[config.mk]
export PLATFORM = sky130hd
export DESIGN_NAME = height_map_token_parser_core_flat
export DESIGN_NICKNAME = d
export VERILOG_FILES = /design/src/hw/rtl/hmtp_pkg.sv /design/src/hw/rtl/hmtp_if.sv /design/src/hw/rtl/height_map_token_parser_core.sv /design/src/flat_wrapper.sv
export VERILOG_INCLUDE_DIRS = /design/src /design/src/hw/rtl
export SDC_FILE = /design/constraint.sdc
export NUM_CORES = 1
export LEC_CHECK = 0
export BUFFER_PORTS_ARGS = -buffer_cell sky130_fd_sc_hd__buf_2
export CAP_MARGIN = 0
export CORE_ASPECT_RATIO = 0.5
export CORE_MARGIN = 1
export CORE_UTILIZATION = 59
export DETAILED_ROUTE_END_ITERATION = 7
export HOLD_SLACK_MARGIN = 0.08
export PLACE_DENSITY = 0.81
export SLEW_MARGIN = 30
export SYNTH_ARGS = -nofsm -noshare
export SYNTH_HDL_FRONTEND = slang
export SYNTH_SLANG_ARGS = --single-unit
[constraint.sdc]
create_clock -name i_clk -period 9.9 [get_ports i_clk]
set_clock_uncertainty 0.1 [all_clocks]
set_input_delay 1.98 -clock i_clk [delete_from_list [all_inputs] [get_ports i_clk]]
set_output_delay 1.98 -clock i_clk [all_outputs]
set_load 0.1 [all_outputs]
[src/hw/rtl/assert_macros.svh]
// ----------------------------------------------------------------------------
// assert_macros.svh
// Shared concurrent assertion wrappers for the RTL.
// ----------------------------------------------------------------------------
`ifndef ASSERT_MACROS_SVH
`define ASSERT_MACROS_SVH

// Clocked assertion, masked while the synchronous reset is active.
`define HM_ASSERT(label, clk, rst_n, prop, msg) \
    label: assert property (@(posedge clk) disable iff (!rst_n) prop) else $error(msg);

// Clocked assertion that is also checked during reset.
`define HM_ASSERT_ALWAYS(label, clk, prop, msg) \
    label: assert property (@(posedge clk) prop) else $error(msg);

`endif

[src/hw/rtl/hmtp_pkg.sv]
// ----------------------------------------------------------------------------
// hmtp_pkg
// Types, constants and helper functions of the height map token parser.
// ----------------------------------------------------------------------------
`timescale 1ns / 1ps
`default_nettype none

package hmtp_pkg;

    localparam int unsigned MAX_COLUMNS_DEF = 4096;
    localparam int unsigned MAX_ROWS_DEF    = 4096;

    localparam int unsigned CH_W     = 8;
    localparam int unsigned ROW_W    = 12;
    localparam int unsigned COL_W    = 12;
    localparam int unsigned HEIGHT_W = 32;
    localparam int unsigned COLOUR_W = 32;
    localparam int unsigned STATUS_W = 2;
    localparam int unsigned PADDR_W  = 3;
    localparam int unsigned PDATA_W  = 32;

    localparam logic [COLOUR_W-1:0] DEFAULT_COLOUR_RST = 32'h00FF_FFFF;
    localparam logic [HEIGHT_W:0]   MAG_CAP            = 33'h0_8000_0000;
    localparam logic [HEIGHT_W-1:0] HEIGHT_MAX         = 32'h7FFF_FFFF;
    localparam logic [3:0]          HEX_MAX_DIGITS     = 4'd8;

    localparam logic [CH_W-1:0] CHR_SPACE = 8'h20;
    localparam logic [CH_W-1:0] CHR_NUL   = 8'h00;
    localparam logic [CH_W-1:0] CHR_COMMA = 8'h2C;
    localparam logic [CH_W-1:0] CHR_MINUS = 8'h2D;
    localparam logic [CH_W-1:0] CHR_PLUS  = 8'h2B;
    localparam logic [CH_W-1:0] CHR_ZERO  = 8'h30;
    localparam logic [CH_W-1:0] CHR_NINE  = 8'h39;
    localparam logic [CH_W-1:0] CHR_UPX   = 8'h58;
    localparam logic [CH_W-1:0] CHR_LOWX  = 8'h78;
    localparam logic [CH_W-1:0] CHR_TAB   = 8'h09;
    localparam logic [CH_W-1:0] CHR_CR    = 8'h0D;

    // Register map, index = byte address / 4
    localparam logic [0:0] REG_DEFAULT_COLOUR = 1'b0;

    typedef enum logic [2:0] {
        PH_BETWEEN,
        PH_DIGITS,
        PH_JUNK,
        PH_PFX0,
        PH_PFXX,
        PH_HEX,
        PH_REST
    } t_phase;

    typedef enum logic [STATUS_W-1:0] {
        ST_OK,
        ST_NO_PREFIX,
        ST_BAD_HEX,
        ST_TOO_LONG
    } t_status;

    typedef struct packed {
        t_phase                phase;
        logic [HEIGHT_W-1:0]   height_acc;
        logic                  negative;
        logic [COLOUR_W-1:0]   colour_acc;
        logic                  colour_given;
        logic [3:0]            hex_count;
        t_status               err;
    } t_tok_state;

    typedef struct packed {
        logic       ok;
        logic [3:0] value;
    } t_hex_digit;

    function automatic t_hex_digit hex_digit(input logic [CH_W-1:0] c);
        t_hex_digit d;
        d = '0;
        if (c >= 8'h30 && c <= 8'h39) begin
            d.ok    = 1'b1;
            d.value = 4'(c - 8'h30);
        end else if (c >= 8'h41 && c <= 8'h46) begin
            d.ok    = 1'b1;
            d.value = 4'(c - 8'h37);
        end else if (c >= 8'h61 && c <= 8'h66) begin
            d.ok    = 1'b1;
            d.value = 4'(c - 8'h57);
        end
        return d;
    endfunction

endpackage

`default_nettype wire

[src/hw/rtl/hmtp_if.sv]
// ----------------------------------------------------------------------------
// hmtp_if
// Valid/ready channels of the height map token parser: character in, point out.
// ----------------------------------------------------------------------------
`timescale 1ns / 1ps
`default_nettype none

interface hmtp_tok_if;
    logic                           valid;
    logic                           ready;
    logic [hmtp_pkg::CH_W-1:0]      ch;
    logic                           line_end;
    logic [hmtp_pkg::ROW_W-1:0]     row;

    modport source (output valid, output ch, output line_end, output row, input ready);
    modport sink   (input valid, input ch, input line_end, input row, output ready);
endinterface

interface hmtp_pt_if;
    logic                                  valid;
    logic                                  ready;
    logic        [hmtp_pkg::COL_W-1:0]     column;
    logic        [hmtp_pkg::ROW_W-1:0]     row_out;
    logic signed [hmtp_pkg::HEIGHT_W-1:0]  height;
    logic        [hmtp_pkg::COLOUR_W-1:0]  colour;
    logic        [hmtp_pkg::STATUS_W-1:0]  status;

    modport source (output valid, output column, output row_out, output height,
                    output colour, output status, input ready);
    modport sink   (input valid, input column, input row_out, input height,
                    input colour, input status, output ready);
endinterface

`default_nettype wire

[src/hw/rtl/height_map_token_parser_core.sv]
// ----------------------------------------------------------------------------
// height_map_token_parser_core
// Splits map text into height/colour points, one character per transaction.
// ----------------------------------------------------------------------------
// Takes one character per clock and returns one point per token in the cycle
// after the transaction that ends the token (a space, a NUL, or the character
// flagged as the line's last). The parser state loop is combinational
// (phase update, multiply-by-ten add, hex shift), so a character can follow
// every cycle; the output register lets a new character in while a point
// still waits, and i_tok.ready drops only when that point is stalled.
// default_colour sits at byte address 0 and should be written while idle.
`timescale 1ns / 1ps
`default_nettype none
`include "assert_macros.svh"

module height_map_token_parser_core #(
    parameter int unsigned MAX_COLUMNS = hmtp_pkg::MAX_COLUMNS_DEF,
    parameter int unsigned MAX_ROWS    = hmtp_pkg::MAX_ROWS_DEF
) (
    input  wire logic                           i_clk,
    input  wire logic                           i_rst_n,
    hmtp_tok_if.sink                            i_tok,
    hmtp_pt_if.source                           o_pt,
    input  wire logic                           psel,
    input  wire logic                           penable,
    input  wire logic                           pwrite,
    input  wire logic [hmtp_pkg::PADDR_W-1:0]   paddr,
    input  wire logic [hmtp_pkg::PDATA_W-1:0]   pwdata,
    output      logic [hmtp_pkg::PDATA_W-1:0]   prdata,
    output      logic                           pready
);

    localparam int unsigned CNT_W = (MAX_COLUMNS > 1) ? $clog2(MAX_COLUMNS) : 1;
    localparam logic [CNT_W-1:0] COL_LAST = CNT_W'(MAX_COLUMNS - 1);
    localparam logic [31:0]      ROW_LAST = 32'(MAX_ROWS - 1);

    // ---------------- configuration ----------------
    logic [hmtp_pkg::COLOUR_W-1:0] r_default_colour;
    logic                          cfg_wr;

    assign pready = 1'b1;
    assign cfg_wr = psel && penable && pwrite && pready;

    always_ff @(posedge i_clk) begin
        if (!i_rst_n) begin
            r_default_colour <= hmtp_pkg::DEFAULT_COLOUR_RST;
        end else if (cfg_wr && paddr[2] == hmtp_pkg::REG_DEFAULT_COLOUR) begin
            r_default_colour <= pwdata;
        end
    end

    always_comb begin
        prdata = '0;
        if (paddr[2] == hmtp_pkg::REG_DEFAULT_COLOUR) begin
            prdata = r_default_colour;
        end
    end

    // ---------------- parser state ----------------
    hmtp_pkg::t_tok_state r_st, n_st, w_st;
    logic [CNT_W-1:0]     r_col, n_col;
    logic                 r_out_valid, n_out_valid;

    logic                 accept;
    logic                 term;
    logic                 ws;
    logic                 do_take;
    logic                 emit;
    logic [hmtp_pkg::CH_W-1:0] c;
    hmtp_pkg::t_hex_digit hd;
    logic [hmtp_pkg::HEIGHT_W+3:0] mul10;

    assign c      = i_tok.ch;
    assign accept = i_tok.valid && i_tok.ready;
    assign i_tok.ready = !r_out_valid || o_pt.ready;

    assign term = (c == hmtp_pkg::CHR_SPACE) || (c == hmtp_pkg::CHR_NUL);
    assign ws   = (c == hmtp_pkg::CHR_SPACE) ||
                  (c >= hmtp_pkg::CHR_TAB && c <= hmtp_pkg::CHR_CR);
    assign hd   = hmtp_pkg::hex_digit(c);

    // Next state: open token, take the character, close token.
    always_comb begin
        w_st    = r_st;
        do_take = 1'b0;
        mul10   = '0;

        if (r_st.phase == hmtp_pkg::PH_BETWEEN) begin
            if (!term && !ws) begin
                w_st       = '0;
                w_st.phase = hmtp_pkg::PH_DIGITS;
                if (c == hmtp_pkg::CHR_MINUS) begin
                    w_st.negative = 1'b1;
                end else if (c != hmtp_pkg::CHR_PLUS) begin
                    do_take = 1'b1;
                end
            end
        end else if (!term) begin
            do_take = 1'b1;
        end

        if (do_take) begin
            case (w_st.phase)
                hmtp_pkg::PH_DIGITS: begin
                    if (c >= hmtp_pkg::CHR_ZERO && c <= hmtp_pkg::CHR_NINE) begin
                        mul10 = ({4'b0, w_st.height_acc} << 3) +
                                ({4'b0, w_st.height_acc} << 1) +
                                36'(c - hmtp_pkg::CHR_ZERO);
                        if (mul10 > 36'(hmtp_pkg::MAG_CAP)) begin
                            w_st.height_acc = hmtp_pkg::MAG_CAP[hmtp_pkg::HEIGHT_W-1:0];
                        end else begin
                            w_st.height_acc = mul10[hmtp_pkg::HEIGHT_W-1:0];
                        end
                    end else if (c == hmtp_pkg::CHR_COMMA) begin
                        w_st.colour_given = 1'b1;
                        w_st.phase        = hmtp_pkg::PH_PFX0;
                    end else begin
                        w_st.phase = hmtp_pkg::PH_JUNK;
                    end
                end
                hmtp_pkg::PH_JUNK: begin
                    if (c == hmtp_pkg::CHR_COMMA) begin
                        w_st.colour_given = 1'b1;
                        w_st.phase        = hmtp_pkg::PH_PFX0;
                    end
                end
                hmtp_pkg::PH_PFX0: begin
                    if (c == hmtp_pkg::CHR_ZERO) begin
                        w_st.phase = hmtp_pkg::PH_PFXX;
                    end else begin
                        w_st.err   = hmtp_pkg::ST_NO_PREFIX;
                        w_st.phase = hmtp_pkg::PH_REST;
                    end
                end
                hmtp_pkg::PH_PFXX: begin
                    if (c == hmtp_pkg::CHR_UPX || c == hmtp_pkg::CHR_LOWX) begin
                        w_st.phase = hmtp_pkg::PH_HEX;
                    end else begin
                        w_st.err   = hmtp_pkg::ST_NO_PREFIX;
                        w_st.phase = hmtp_pkg::PH_REST;
                    end
                end
                hmtp_pkg::PH_HEX: begin
                    if (!hd.ok) begin
                        w_st.err   = hmtp_pkg::ST_BAD_HEX;
                        w_st.phase = hmtp_pkg::PH_REST;
                    end else if (w_st.hex_count >= hmtp_pkg::HEX_MAX_DIGITS) begin
                        w_st.err   = hmtp_pkg::ST_TOO_LONG;
                        w_st.phase = hmtp_pkg::PH_REST;
                    end else begin
                        w_st.colour_acc = {w_st.colour_acc[hmtp_pkg::COLOUR_W-5:0], hd.value};
                        w_st.hex_count  = w_st.hex_count + 4'd1;
                    end
                end
                default: begin
                end
            endcase
        end

        emit = (w_st.phase != hmtp_pkg::PH_BETWEEN) && (term || i_tok.line_end);

        n_st  = r_st;
        n_col = r_col;
        if (accept) begin
            n_st = w_st;
            if (emit) begin
                n_st.phase = hmtp_pkg::PH_BETWEEN;
                if (r_col < COL_LAST) begin
                    n_col = r_col + 1'b1;
                end
            end
            if (i_tok.line_end) begin
                n_col = '0;
            end
        end
    end

    // Result fields of the token closed by this character.
    hmtp_pkg::t_status             res_status;
    logic [hmtp_pkg::HEIGHT_W-1:0] res_height;
    logic [hmtp_pkg::COLOUR_W-1:0] res_colour;
    logic [hmtp_pkg::ROW_W-1:0]    res_row;
    logic [31:0]                   col_ext;

    always_comb begin
        res_status = w_st.err;
        if ((w_st.phase == hmtp_pkg::PH_PFX0 || w_st.phase == hmtp_pkg::PH_PFXX) &&
            w_st.err == hmtp_pkg::ST_OK) begin
            res_status = hmtp_pkg::ST_NO_PREFIX;
        end

        if (w_st.negative) begin
            res_height = '0 - w_st.height_acc;
        end else if (w_st.height_acc > hmtp_pkg::HEIGHT_MAX) begin
            res_height = hmtp_pkg::HEIGHT_MAX;
        end else begin
            res_height = w_st.height_acc;
        end

        if (res_status != hmtp_pkg::ST_OK) begin
            res_colour = '0;
        end else if (w_st.colour_given) begin
            res_colour = w_st.colour_acc;
        end else begin
            res_colour = r_default_colour;
        end

        if (32'(i_tok.row) > ROW_LAST) begin
            res_row = ROW_LAST[hmtp_pkg::ROW_W-1:0];
        end else begin
            res_row = i_tok.row;
        end

        col_ext = 32'(r_col);
    end

    // ---------------- registers ----------------
    always_comb begin
        if (accept) begin
            n_out_valid = emit;
        end else begin
            n_out_valid = r_out_valid && !o_pt.ready;
        end
    end

    always_ff @(posedge i_clk) begin
        if (!i_rst_n) begin
            r_st        <= '0;
            r_col       <= '0;
            r_out_valid <= 1'b0;
        end else begin
            r_st        <= n_st;
            r_col       <= n_col;
            r_out_valid <= n_out_valid;
        end
    end

    // Load the point only when a token closes; hold it otherwise.
    always_ff @(posedge i_clk) begin
        if (accept && emit) begin
            o_pt.column  <= col_ext[hmtp_pkg::COL_W-1:0];
            o_pt.row_out <= res_row;
            o_pt.height  <= res_height;
            o_pt.colour  <= res_colour;
            o_pt.status  <= res_status;
        end
    end

    assign o_pt.valid = r_out_valid;

    // ---------------- assertions ----------------
    `HM_ASSERT(a_col_clear, i_clk, i_rst_n, accept && i_tok.line_end |=> r_col == '0, "column not cleared after line end")
    `HM_ASSERT(a_space_emits, i_clk, i_rst_n, accept && r_st.phase != hmtp_pkg::PH_BETWEEN && term |=> o_pt.valid, "open token not closed by separator")
    `HM_ASSERT(a_hex_has_comma, i_clk, i_rst_n, r_st.phase == hmtp_pkg::PH_HEX |-> r_st.colour_given && r_st.hex_count <= hmtp_pkg::HEX_MAX_DIGITS, "hex phase without colour part")
    `HM_ASSERT_ALWAYS(a_ready_when_empty, i_clk, !r_out_valid |-> i_tok.ready, "input stalled with empty output register")

endmodule

`default_nettype wire

[src/flat_wrapper.sv]
// flat-port wrapper written by rule: the top's interface ports become plain ports
module height_map_token_parser_core_flat 
#(
    parameter int unsigned MAX_COLUMNS = hmtp_pkg::MAX_COLUMNS_DEF,
    parameter int unsigned MAX_ROWS    = hmtp_pkg::MAX_ROWS_DEF
)
  (i_clk, i_rst_n, psel, penable, pwrite, paddr, pwdata, prdata, pready, i_tok_valid, i_tok_ch, i_tok_line_end, i_tok_row, i_tok_ready, o_pt_valid, o_pt_column, o_pt_row_out, o_pt_height, o_pt_colour, o_pt_status, o_pt_ready);
  hmtp_tok_if i_tok_i ();
  hmtp_pt_if o_pt_i ();
  input  wire logic i_clk;
  input  wire logic i_rst_n;
  input  wire logic psel;
  input  wire logic penable;
  input  wire logic pwrite;
  input  wire logic [hmtp_pkg::PADDR_W-1:0] paddr;
  input  wire logic [hmtp_pkg::PDATA_W-1:0] pwdata;
  output      logic [hmtp_pkg::PDATA_W-1:0] prdata;
  output      logic pready;
  input wire logic [$bits(i_tok_i.valid)-1:0] i_tok_valid;
  input wire logic [$bits(i_tok_i.ch)-1:0] i_tok_ch;
  input wire logic [$bits(i_tok_i.line_end)-1:0] i_tok_line_end;
  input wire logic [$bits(i_tok_i.row)-1:0] i_tok_row;
  output wire logic [$bits(i_tok_i.ready)-1:0] i_tok_ready;
  output wire logic [$bits(o_pt_i.valid)-1:0] o_pt_valid;
  output wire logic [$bits(o_pt_i.column)-1:0] o_pt_column;
  output wire logic [$bits(o_pt_i.row_out)-1:0] o_pt_row_out;
  output wire logic [$bits(o_pt_i.height)-1:0] o_pt_height;
  output wire logic [$bits(o_pt_i.colour)-1:0] o_pt_colour;
  output wire logic [$bits(o_pt_i.status)-1:0] o_pt_status;
  input wire logic [$bits(o_pt_i.ready)-1:0] o_pt_ready;
  assign i_tok_i.valid = i_tok_valid;
  assign i_tok_i.ch = i_tok_ch;
  assign i_tok_i.line_end = i_tok_line_end;
  assign i_tok_i.row = i_tok_row;
  assign i_tok_ready = i_tok_i.ready;
  assign o_pt_valid = o_pt_i.valid;
  assign o_pt_column = o_pt_i.column;
  assign o_pt_row_out = o_pt_i.row_out;
  assign o_pt_height = o_pt_i.height;
  assign o_pt_colour = o_pt_i.colour;
  assign o_pt_status = o_pt_i.status;
  assign o_pt_i.ready = o_pt_ready;
  height_map_token_parser_core #(.MAX_COLUMNS(MAX_COLUMNS), .MAX_ROWS(MAX_ROWS)) u_core (.i_clk(i_clk), .i_rst_n(i_rst_n), .i_tok(i_tok_i), .o_pt(o_pt_i), .psel(psel), .penable(penable), .pwrite(pwrite), .paddr(paddr), .pwdata(pwdata), .prdata(prdata), .pready(pready));
endmodule
=== Word level (Yosys, flattened, before mapping) ===
Index checks and enable logic that the tools add are counted.

* Add/subtract/negate cells: 9
* Magnitude comparators: 12
* Equality and inequality tests: 14
* Multiplexer cells: 48
* Bitwise logic cells: 1
* Reductions and logical operators: 31

{| class="wikitable"
|+ Operator list
! operator !! count
|-
| $mux 32 || 10
|-
| $mux 75 || 2
|-
| $mux 39 || 1
|-
| $add 35x33->36 || 1
|-
| $add 36x36->36 || 1
|-
| $gt 36x32->1 const B || 1
|-
| $mux 12 || 3
|-
| $mux 35 || 1
|-
| $eq 8x6->1 const B || 4
|-
| $gt 32x31->1 const B || 1
|-
| $sub 1x32->32 const A || 1
|-
| $eq 8x7->1 const B || 2
|-
| $ge 8x7->1 const B || 2
|-
| $le 8x7->1 const B || 2
|-
| $mux 3 || 5
|-
| $mux 5 || 3
|-
| $pmux 3 s5 || 1
|-
| $mux 2 || 7
|-
| $logic_and 1x1->1 || 13
|-
| $add 12x1->12 const B || 1
|-
| $lt 12x12->1 const B || 1
|-
| $mux 4 || 3
|-
| $mux 1 || 10
|-
| $eq 3x2->1 const B || 3
|-
| 23 further kinds || 36
|}

* Bits in registers: 210
* Output and inout bits: 125
* Logic and storage cells: 130

=== Depth between registers and ports, before layout ===
Gate-level depths: netlist of run 1.

* Depth in word-level cells: 19
* Mapped depth: 31
* Gate-level depth less buffers: 27

=== Least setup slack after synthesis of run 1 ===
OpenSTA, ideal clock, no wires.

* Path kind: input-to-reg
* From: input i_tok_ch[0]
* To: register u_core.o_pt.height[16] (data pin)
* Setup time: 259 ps
* Arrival: 8361 ps
* Data required time: 9541 ps
* Path slack: 1180 ps
* Stages on the path: 30
* Buffers on the path: 6
* Cell sequence: inv_1 > ha_1 > nand2b_1 > or3_1 > o31a_1 > o21ai_0 > clkbuf_1 > clkbuf_1 > clkbuf_1 > and2_1 > fa_1 > ha_1 > clkbuf_1 > and2_0 > clkbuf_1 > o21ai_0 > o2bb2ai_1 > o211ai_1 > nor4_1 > o211a_1 > o2111ai_4 > o31ai_4 > buf_4 > a22oi_1 > ha_1 > o21ai_0 > a21o_1 > a211o_1 > o31a_1 > o31a_1

* Word-level cells in the longest chain between the ends: 17

{| class="wikitable"
|+ Ends and longest elaborated chain
! element !! RTL line !! text
|-
| from (decl) || flat_wrapper.sv:20 || <nowiki>input wire logic [$bits(i_tok_i.ch)-1:0] i_tok_ch;</nowiki>
|-
| $ge 8x4->1 / $le 8x4->1 (equally long branches) || height_map_token_parser_core.sv:79 || <nowiki>(c >= hmtp_pkg::CHR_TAB && c <= hmtp_pkg::CHR_CR);</nowiki>
|-
| $logic_and 1x1->1 || height_map_token_parser_core.sv:79 ||
|-
| $logic_or 1x1->1 || height_map_token_parser_core.sv:78 || <nowiki>assign ws = (c == hmtp_pkg::CHR_SPACE) ||</nowiki>
|-
| $logic_not 1->1 || height_map_token_parser_core.sv:89 || <nowiki>if (!term && !ws) begin</nowiki>
|-
| $logic_and 1x1->1 || height_map_token_parser_core.sv:89 ||
|-
| $mux 75 || height_map_token_parser_core.sv:89 ||
|-
| $mux 75 || height_map_token_parser_core.sv:88 || <nowiki>if (r_st.phase == hmtp_pkg::PH_BETWEEN) begin</nowiki>
|-
| $add 35x33->36 || height_map_token_parser_core.sv:106 || <nowiki>mul10 = ({4'b0, w_st.height_acc} << 3) +</nowiki>
|-
| [... 2 more ...] || n/a ||
|-
| $mux 32 || height_map_token_parser_core.sv:109 || <nowiki>if (mul10 > 36'(hmtp_pkg::MAG_CAP)) begin</nowiki>
|-
| $mux 32 || height_map_token_parser_core.sv:105 || <nowiki>if (c >= hmtp_pkg::CHR_ZERO && c <= hmtp_pkg::CHR_NINE) begin</nowiki>
|-
| $mux 32 || height_map_token_parser_core.sv:103 || <nowiki>case (w_st.phase)</nowiki>
|-
| $mux 35 || height_map_token_parser_core.sv:102 || <nowiki>if (do_take) begin</nowiki>
|-
| $gt 32x31->1 || height_map_token_parser_core.sv:194 || <nowiki>end else if (w_st.height_acc > hmtp_pkg::HEIGHT_MAX) begin</nowiki>
|-
| $mux 32 || height_map_token_parser_core.sv:194 ||
|-
| $mux 32 * || height_map_token_parser_core.sv:192 || <nowiki>if (w_st.negative) begin</nowiki>
|-
| via u_core.res_height (one bit) || height_map_token_parser_core.sv:180 || <nowiki>logic [hmtp_pkg::HEIGHT_W-1:0] res_height;</nowiki>
|-
| to (signal assigned) || height_map_token_parser_core.sv:243 || <nowiki>o_pt.height <= res_height;</nowiki>
|-
| to (decl) || hmtp_if.sv:28 || <nowiki>modport source (output valid, output column, output row_out, output height,</nowiki>
|}

Mark *: on every way through the listed nets, which the timed path passes. The rest lies on a longest branch.
A chain may end at the register's enable or synchronous reset.

=== Worst setup path in the final report of run 1 ===
* From: input i_tok_ch[0]
* To: register u_core.o_pt.height[26] (data pin)

Same word-level chain as after synthesis.

==> out/results.txt, run 1 <==
most frequent cell after synthesis - nand2_1
EDFF count, synth - 90
Die Ht - 111 um
total number of vias - 13,500
Reg clk slew, reported paths - 0.07 ns
number of gates resized after cts - 0
final global-route overflow total - 0
Global Route Usage Sum - 30.8%
Core Region - 23,100 sq um
FF-to-FF Start - u_core.r_st[73]
Yosys warning total - 0
Final Instance Area - 15,800 sq um
flops & latches, synth - 210
Critical Path Sink Type - register
total of max-cap violations - 0
Leak - 6.22 nW
Rows - 39
Post-Layout Cell Count - 2,145
Worst Hold Launch - u_core.r_st[38]
wire per inst - 17.9 um
Hold Buf Count CTS - 0
Die Area - 24,500 sq um
average cell area after synthesis - 8.18 sq um
pin count of the biggest net entering global routing - 66
post-synth top area cell - edfxtp_1
area of the mapped netlist - 14,000 sq um
M3 GR Usage - 4.99%
CTS Sinks - 210
HPWL after detailed placement - 28.0 mm
final period utilization - 91.1%
Nets - 1,969
Syn Inst Count - 1,717
status - finished with violations
CP delay by family, top - compound AO/OA/AOI/OAI gates
cell count after placement - 2,110
Synth area leaders - edfxtp_1 19%, dfxtp_1 17%, nand2_1 8.3%, ha_1 6.3%, a21oi_1 5.6%
Cell Area, Placed - 15,100 sq um
Root Driver - clkbuf_16
critical path class - input pin to register
Worst Tran Pin Value - 0.830 ns
crit path DAT - 9.17 ns
io pins - 188
Pwr Total - 0.00226 W
area share of the largest cell type after synthesis - 19.2%
unique cell type count in the Yosys netlist - 88
worst skew pair latency - 0.51 ns
synth cell count leaders - 309 x nand2_1, 169 x nor2_1, 158 x a21oi_1
Period minus WS final - 9.02 ns
peak fanout along the critical path - 23
Post-CTS Setup Inserts - 0
die span in x - 220 um
sum of negative setup slack - 0 ns
final setup violation count - 0
CP Launch Type - input pin
final core utilization - 68.3%
Final Hold Fails - 0
GPL Wtd Cong - 0.967
Crit. Startpoint - i_tok_ch[0]
GRT busiest layer - met2
Ant. Diodes - 0
IO Port Bufs - 184
max-slew violation count - 0
initial antenna violation count - 0
CP max stage delay - 0.60 ns
RSZ-0062 raised after global routing - false
TritonRoute pass-1 iters - 8
Max Root-Sink Buffers - 3
peak ir drop on the vdd network - 0.0000888 V
share of cells above drive strength 1 - 16.6%
clock buffer count from CTS - 20
CTS tree - yes
Hold Crit Class - register to register
Fillers - 1,858
headroom to the max-slew limit - 44.3%
Final ANT Viol Nets - 0
met2 GRT Util - 49.4%
register-to-register setup slack - 2.80 ns
area grow syn2layout - 12.3%
vias in the first global route - 12,100
Seq/Total Area, Yosys - 36.4%
Initial Util - 60.8%
first-pass GRT wire length - 61.8 mm
drt initial violations - 1,435
top_reg_cell synth - dfxtp_1
Via density - 6.27
met1 usage - 42.8%
Max stage delay cell, worst path - a2111oi_0
fmax - 111 MHz
Syn Nets - 1,861
async set-reset flop share out of synthesis - 0%
htree depth - 1
violated checks - design-rule violations
Routed WL - 38.5 mm
crit-path most repeated cell - ha_1
# DRC - 20
WP buf/inv - 2
P per Cell Area - 144 nW/um^2
WP data required - 10.05 ns
sequential cells by signal (all words and copies together) (netlist names):
register / flops
u_core.r_col: 12
u_core.o_pt.height: 32
u_core.o_pt.colour: 32
u_core.r_st: 75
u_core.o_pt.valid: 1
u_core.o_pt.column: 12
u_core.r_default_colour: 32
u_core.o_pt.status: 2
u_core.o_pt.row_out: 12
cell type report:
class	instances	area, sq um	area share, %
Clock inverter	12	151	0.960
Multi-Input combinational cell	1353	8360	53.0
Tap cell	307	384	2.44
Clock buffer	23	532	3.37
Inverter	30	114	0.722
Timing Repair Buffer	210	1120	7.08
Sequential cell	210	5100	32.4
per-layer routing:
layer  vias to the layer above  share of wire (%)
li1                       6421                  -
met1                      6359                 44
met2                       600                 45
met3                        78                7.9
met4                         0                2.6
met5                         -                  0
power by group:
part	switching (W)	internal (W)
sequential	0.0000212	0.000938
clock	0.000333	0.000467
combinational	0.000388	0.000117
total	0.000742	0.00152
placed cells by master (no fill, tap or decap), types with 28 or more instances in the layout:
master	count
a211oi_1	51
a21oi_1	158
a22oi_1	35
buf_2	184
dfxtp_1	120
edfxtp_1	90
ha_1	71
inv_1	28
nand2_1	308
nand3_1	42
nor2_1	166
nor2b_1	39
nor3_1	30
o21ai_0	44
xnor2_1	46
stage by stage:
stage / setup WS, ns / hold slack, ns
after floorplan: 1.18 / 0.337
after global placement: 0.632 / 0.345
after detailed placement: 0.536 / 0.350
after CTS: 1.04 / 0.359
after global routing: 0.446 / 0.377
final: 0.878 / 0.359
worst register-to-register path: stages (launching register included):
cell and delay (ns):
dfxtp_1 0.48, or3_1 0.49, nor2_4 0.58, nor2_1 0.12, ha_1 0.21, a31o_2 0.21, ha_1 0.34, o211ai_1 0.19
o21ai_2 0.39, a32oi_2 0.30, a21oi_1 0.22, mux2_2 0.40, a2111oi_0 0.60, nand4bb_1 0.28, o31ai_4 0.37, a22oi_1 0.17
ha_1 0.34, o21ai_0 0.14, nor2_1 0.08, o21ai_0 0.18, a211oi_1 0.18, and3_1 0.19, o31a_1 0.27
final timing paths:
path | endpoint | depth (start not counted)
hold reg to reg | u_core.r_st[38] | 2
setup / recovery | u_core.o_pt.height[26] | 28
hold / removal | u_core.r_st[38] | 2
setup reg to reg | u_core.o_pt.height[26] | 22
cell families (layout without fill, tap and decap cells):
kind of cell               Yosys count  count (layout)  synth area share (%)
adders and majority gates           81              81                  7.75
DFF                                210             210                  36.4
buffers and inverters              154             275                  4.37
other                                1               1                0.0267
and+or+nand+nor                    713             713                  23.2
AOI/OAI and AO/OA                  490             490                  23.9
muxes                                6               6                 0.463
xor gates and xnor gates            62              62                  3.87
Note: power is estimated with default switching activity, not from simulation.
==> run 2: changes to the inputs <==
- MAX_ROUTING_LAYER: default -> met4
- SETUP_SLACK_MARGIN: default -> 0.05
- TNS_END_PERCENT: default -> 5
==> run 2 against run 1 <==
The run still ends with design-rule violations left. Worst setup slack worse by 0.0036 ns. Critical path depth is 1 higher. Highest routed layer unchanged. Critical endpoint unchanged. First-iteration DRC count is 1.3% lower. Non-clock buffer count is 1 higher. Cell area hardly changed. Fmax hardly changed. Largest power group unchanged. Power hardly changed. Combinational power hardly changed. Sequential share of layout area hardly changed.
==> out/results.txt, run 2 (synthesis gave the netlist of run 1 again) <==
status - finished with violations
violated checks - design-rule violations
Global Route Usage Sum - 31.8% (+0.99 points)
reg2reg end - u_core.o_pt.height[26]
Via density - 6.24 (-0.53%)
total number of vias - 13,400 (-0.44%)
final period utilization - 91.2% (about the same)
drt initial violations - 1,416 (-1.3%)
Worst Tran Pin Value - 0.944 ns (+0.114 ns)
Reg clk slew, reported paths - 0.07 ns (about the same)
htree depth - 1 (unchanged)
WP data required - 10.05 ns (about the same)
Core Region - 23,100 sq um (unchanged)
Root Driver - clkbuf_16
first-pass GRT wire length - 61.5 mm (-0.39%)
Post-CTS Setup Inserts - 0 (unchanged)
max reg flops - 75 (unchanged)
Final Hold Fails - 0 (unchanged)
wire per inst - 18.0 um (+0.47%)
fmax - 111 MHz (about the same)
Rows - 39 (unchanged)
area grow syn2layout - 12.2% (about the same)
# DRC - 20 (unchanged)
CTS Sinks - 210 (unchanged)
sum of negative setup slack - 0 ns (unchanged)
crit-path most repeated cell - ha_1
GPL Wtd Cong - 0.980 (+1.4%)
register-to-register setup slack - 2.82 ns (+0.02 ns)
CP Launch Type - input pin
vias in the first global route - 12,000 (-0.79%)
Final ANT Viol Nets - 0 (unchanged)
share of cells above drive strength 1 - 16.5% (-0.13 points)
CTS tree - yes
register with the most flip-flops - u_core.r_st
RSZ-0062 raised after global routing - false
die span in x - 220 um (unchanged)
pin count of the biggest net entering global routing - 90 (+36%)
Initial Util - 60.8% (unchanged)
total of max-cap violations - 0 (unchanged)
Max Root-Sink Buffers - 3 (unchanged)
Max stage delay cell, worst path - o21ai_4
clock buffer count from CTS - 20 (unchanged)
final setup violation count - 0 (unchanged)
FF-to-FF Start - u_core.r_st[73]
Critical Path Sink Type - register
worst skew pair latency - 0.52 ns (about the same)
Post-Layout Cell Count - 2,147 (+0.093%)
peak fanout along the critical path - 23 (unchanged)
P per Cell Area - 144 nW/um^2 (about the same)
Die Ht - 111 um (unchanged)
TritonRoute pass-1 iters - 8 (unchanged)
commonest non-fill, non-tap cells in the layout - 309 x nand2_1, 184 x buf_2, 166 x nor2_1
HPWL after detailed placement - 27.8 mm (-0.60%)
final global-route overflow total - 0 (unchanged)
headroom to the max-slew limit - 37.1% (-7.2 points)
cell count after placement - 2,111 (+0.047%)
Crit. Startpoint - i_tok_ch[0]
IO Port Bufs - 184 (unchanged)
Fillers - 1,869 (+0.59%)
max-slew violation count - 0 (unchanged)
Routed WL - 38.7 mm (+0.57%)
Reg2Reg Depth - 23 (+4.5%)
Nets - 1,970 (+0.051%)
io pins - 188 (unchanged)
initial antenna violation count - 0 (unchanged)
Ant. Diodes - 0 (unchanged)
commonest non-fill, non-tap cell in the layout - nand2_1
CP max stage delay - 0.51 ns (-0.09 ns)
Leak - 6.21 nW (about the same)
Period minus WS final - 9.03 ns (+0.00364 ns)
Die Area - 24,500 sq um (unchanged)
peak ir drop on the vdd network - 0.000106 V (+20%)
Hold Crit Class - register to register
Worst setup endpoint - u_core.o_pt.height[26]
number of gates resized after cts - 0 (unchanged)
Hold Buf Count CTS - 0 (unchanged)
critical path class - input pin to register
crit path DAT - 9.18 ns (about the same)
==> run 2: changes by cell type in the layout (fill, tap and decap cells not counted), sizes merged <==
cell | before | now
clkinv | 8 | 10
buf | 210 | 211
clkbuf | 23 | 22
clkinvlp | 1 | 0
inv | 30 | 31
==> run 2: per-stage QoR <==
| step | utilization (%) | total power (W) | hold WS (ns) | area (sq um) | setup slack [ns] |
|---|---|---|---|---|---|
| floorplan | - | 0.00137 | 0.337 | 14000 | 1.18 |
| detailed placement | 65.4 | 0.00148 | 0.350 | 15100 | 0.535 |
| CTS | 68.2 | 0.00226 | 0.359 | 15800 | 1.00 |
| finish | 68.2 | 0.00226 | 0.358 | 15800 | 0.875 |
| global placement | 65.3 | 0.00147 | 0.344 | 15100 | 0.582 |
| global route | 68.2 | 0.00234 | 0.376 | 15800 | 0.496 |
==> run 2: worst max-delay path: cells and delay by family <==
family / cells / cell delay (ns)
and+or+nand+nor: 6 / 1.17
buffers and inverters: 4 / 0.53
AOI/OAI and AO/OA: 14 / 4.08
adders and majority gates: 5 / 1.39
==> run 2: worst min path at each step <==
stage | from | end | slack, ns | cells after the start
2_1_floorplan | u_core.r_st[35] | u_core.r_st[35] | 0.34 | 2
3_3_place_gp | u_core.r_st[36] | u_core.r_st[36] | 0.34 | 2
3_5_place_dp | u_core.r_st[37] | u_core.r_st[37] | 0.35 | 2
4_1_cts | u_core.r_st[37] | u_core.r_st[37] | 0.36 | 2
5_1_grt | u_core.r_st[37] | u_core.r_st[37] | 0.38 | 2
6_report | u_core.r_st[38] | u_core.r_st[38] | 0.36 | 2
==> run 2: per-layer routing <==
layer | wire length [um] | track usage [%] | vias to the layer above
li1 | - | - | 6431
met1 | 17200 | 43.0 | 6320
met2 | 17500 | 49.5 | 576
met3 | 2920 | 4.83 | 72
met4 | 1060 | 8.87 | 0
met5 | 0 | - | -
==> run 2: layout make-up <==
| cell class | count | area (sq um) | area share (%) |
|---|---|---|---|
| tap | 307 | 384 | 2.44 |
| clock buffer | 22 | 508 | 3.23 |
| sequential | 210 | 5100 | 32.4 |
| inverter | 30 | 114 | 0.723 |
| clock inverter | 14 | 159 | 1.01 |
| timing repair buffer | 211 | 1120 | 7.13 |
| multi-input combinational | 1353 | 8360 | 53.1 |
==> run 2: power by group <==
part	internal, W	total [W]	switching [W]
registers	0.000938	0.000959	0.0000211
logic	0.000117	0.000505	0.000388
clock network	0.000453	0.000799	0.000346
total	0.00151	0.00226	0.000755
==> run 3: changes to the inputs <==
- BUFFER_PORTS_ARGS: -buffer_cell sky130_fd_sc_hd__buf_2 -> default
- CORE_UTILIZATION: 59 -> 60
- DONT_BUFFER_PORTS: default -> 1
- PLACE_DENSITY: 0.81 -> 0.76
==> run 3 against run 2 <==
The run now ends clean. Routed wire length rose by 4.8%. Die area fell by 1.6%. Clock power fell by 2.6%. Power decreased by 2.0%. Largest cell class unchanged. Fmax fell by 1.2%. Hold slack gained 0.00070 ns. Largest power group unchanged. Sequential cell count did not move. Combinational power down 32%. Core utilization decreased by 2.6 points.
==> out/results.txt, run 3 (synthesis gave the netlist of run 1 again) <==
drt initial violations - 1,452 (+2.5%)
Root Driver - clkbuf_16
Worst Tran Pin Value - 0.994 ns (+0.0499 ns)
share of cells above drive strength 1 - 9.13% (-7.4 points)
Internal - 0.00147 W (-2.7%)
hold depth - 2 (unchanged)
final setup violation count - 0 (unchanged)
worst skew pair latency - 0.52 ns (about the same)
commonest non-fill, non-tap cell in the layout - nand2_1
final core utilization - 65.7% (-2.6 points)
Reg clk slew, reported paths - 0.07 ns (about the same)
Routed WL - 40.6 mm (+4.8%)
area grow syn2layout - 7.04%
Core Region - 22,900 sq um (-0.85%)
crit path DAT - 9.30 ns (+0.12 ns)
CTS tree - yes
GPL Wtd Cong - 0.954 (-2.6%)
FF-to-FF Start - u_core.r_st[73]
Setup WS pre-CTS - 0.509 ns (-0.0258 ns)
number of gates resized after cts - 0 (unchanged)
Hold Crit Endpoint - u_core.r_st[36]
Initial Util - 61.4% (+0.52 points)
final period utilization - 92.3% (+1.1 points)
TritonRoute pass-1 iters - 5 (-3)
final global-route overflow total - 0 (unchanged)
sum of negative setup slack - 0 ns (unchanged)
max reg flops - 75 (unchanged)
first-pass GRT wire length - 63.0 mm (+2.3%)
initial antenna violation count - 0 (unchanged)
reg2reg end - u_core.o_pt.height[26]
Max Root-Sink Buffers - 3 (unchanged)
Post-CTS Setup Inserts - 0 (unchanged)
P per Cell Area - 148 nW/um^2 (+2.7%)
final setup margin - 0.761 ns (-0.113 ns)
Net Switching - 0.000751 W (-0.53%)
Critical Path Sink Type - register
clock buffer count from CTS - 20 (unchanged)
Worst Hold Launch - u_core.r_st[36]
fmax - 109 MHz (-1.2%)
pin count of the biggest net entering global routing - 91 (+1.1%)
commonest non-fill, non-tap cells in the layout - 308 x nand2_1, 166 x nor2_1, 158 x a21oi_1
Pwr Total - 0.00222 W (-2.0%)
Period minus WS final - 9.14 ns (+0.113 ns)
vias in the first global route - 11,700 (-2.8%)
register with the most flip-flops - u_core.r_st
CTS Sinks - 210 (unchanged)
Reg2Reg Depth - 23 (unchanged)
Hold Buf Count CTS - 0 (unchanged)
Die Area - 24,100 sq um (-1.6%)
Seq pwr share - 49.4% (+7.0 points)
register-to-register setup slack - 2.55 ns (-0.27 ns)
Clock Power Share - 35.1% (-0.2 points)
Final ANT Viol Nets - 0 (unchanged)
max-slew violation count - 0 (unchanged)
HPWL after detailed placement - 29.6 mm (+6.2%)
total of max-cap violations - 0 (unchanged)
htree depth - 1 (unchanged)
part of the power in combinational logic - 15.5% (-6.8 points)
headroom to the max-slew limit - 33.8% (-3.3 points)
Fillers - 1,944 (+4.0%)
Rows - 39 (unchanged)
IO Port Bufs - 0 (-100%)
Global Route Usage Sum - 33.8% (+2.0 points)
io pins - 188 (unchanged)
critical path class - input pin to register
Switching Fraction - 33.9% (+0.50 points)
RSZ-0062 raised after global routing - false
WP data required - 10.07 ns (+0.02 ns)
status - finished clean
wire per inst - 20.7 um (+15%)
Die Ht - 110 um (-0.82%)
Leak - 5.69 nW (-8.5%)
CP Launch Type - input pin
# DRC - 0 (-100%)
Via density - 6.58 (+5.4%)
Nets - 1,784 (-9.4%)
peak fanout along the critical path - 15 (-35%)
peak ir drop on the vdd network - 0.000147 V (+38%)
Hold Crit Class - register to register
Ant. Diodes - 0 (unchanged)
total number of vias - 12,900 (-3.7%)
die span in x - 218 um (-0.83%)
Final Hold Fails - 0 (unchanged)
-- run 3: cell types whose count changed in the layout (fill, tap and decap cells not counted), sizes merged --
cell and change:
buf -186, clkinvlp +3, inv -2, bufinv -1
-- run 3: power groups by stage --
stage | Clock, W | Sequential [W] | Combinational [W]
global route | 0.000817 | 0.00110 | 0.000369
finish | 0.000778 | 0.00110 | 0.000343
floorplan | 0 | 0.00110 | 0.000271
detailed placement | 0 | 0.00112 | 0.000336
CTS | 0.000781 | 0.00110 | 0.000337
global placement | 0 | 0.00111 | 0.000321
-- run 3: worst max-delay path, cell delays in order --
cell and delay, ns:
inv_1 0.10, ha_1 0.25, nand2b_1 0.19, or3_1 0.40, o31a_1 0.18, o21ai_2 0.43
buf_4 0.29, and2_1 0.21, fa_1 0.44, ha_1 0.42, inv_1 0.12, nor4_1 0.50
nand3_1 0.13, a21oi_1 0.43, nor4b_1 0.12, a311oi_1 0.66, or4_4 0.28, o31ai_4 0.09
a22oi_1 0.34, ha_1 0.30, o21ai_0 0.15, nor2_1 0.13, o21ai_0 0.17, a211oi_1 0.53
a21oi_1 0.13, o31a_1 0.32
-- run 3: worst max-delay path by stage --
stage,from,slack [ns],depth (start not counted),end
final,i_tok_ch[1],0.76,26,u_core.o_pt.height[26]
after global routing,i_tok_ch[1],0.34,26,u_core.o_pt.height[26]
after CTS,i_tok_ch[1],1.01,26,u_core.o_pt.height[26]
after detailed placement,i_tok_ch[1],0.51,26,u_core.o_pt.height[26]
after global placement,i_tok_ch[0],0.58,26,u_core.o_pt.height[26]
after floorplan,i_tok_ch[0],1.18,30,u_core.o_pt.height[16]
-- run 3: through the flow --
stage	hold slack (ns)	instances	cell area (sq um)
global placement	0.342	1925	14200
floorplan	0.337	1717	14000
CTS	0.360	1961	15000
detailed placement	0.350	1925	14400
finish	0.359	1961	15000
global route	0.379	1961	15000
-- run 3: layout make-up --
class | instances | area [sq um] | share of cell area (%)
multi-input combinational | 1353 | 8590 | 57.2
clock buffer | 22 | 508 | 3.38
timing repair buffer | 25 | 188 | 1.25
sequential | 210 | 5100 | 34.0
tap | 307 | 384 | 2.56
clock inverter | 14 | 138 | 0.916
inverter | 30 | 114 | 0.758
-- run 3: layer usage --
layer	wire, um	up-vias	GRT usage, %	part of all wire, %
li1	-	6051	-	-
met1	17800	6168	44.9	44
met2	18300	606	53.3	45
met3	3440	79	6.39	8.5
met4	982	0	8.94	2.4
met5	0	-	-	0
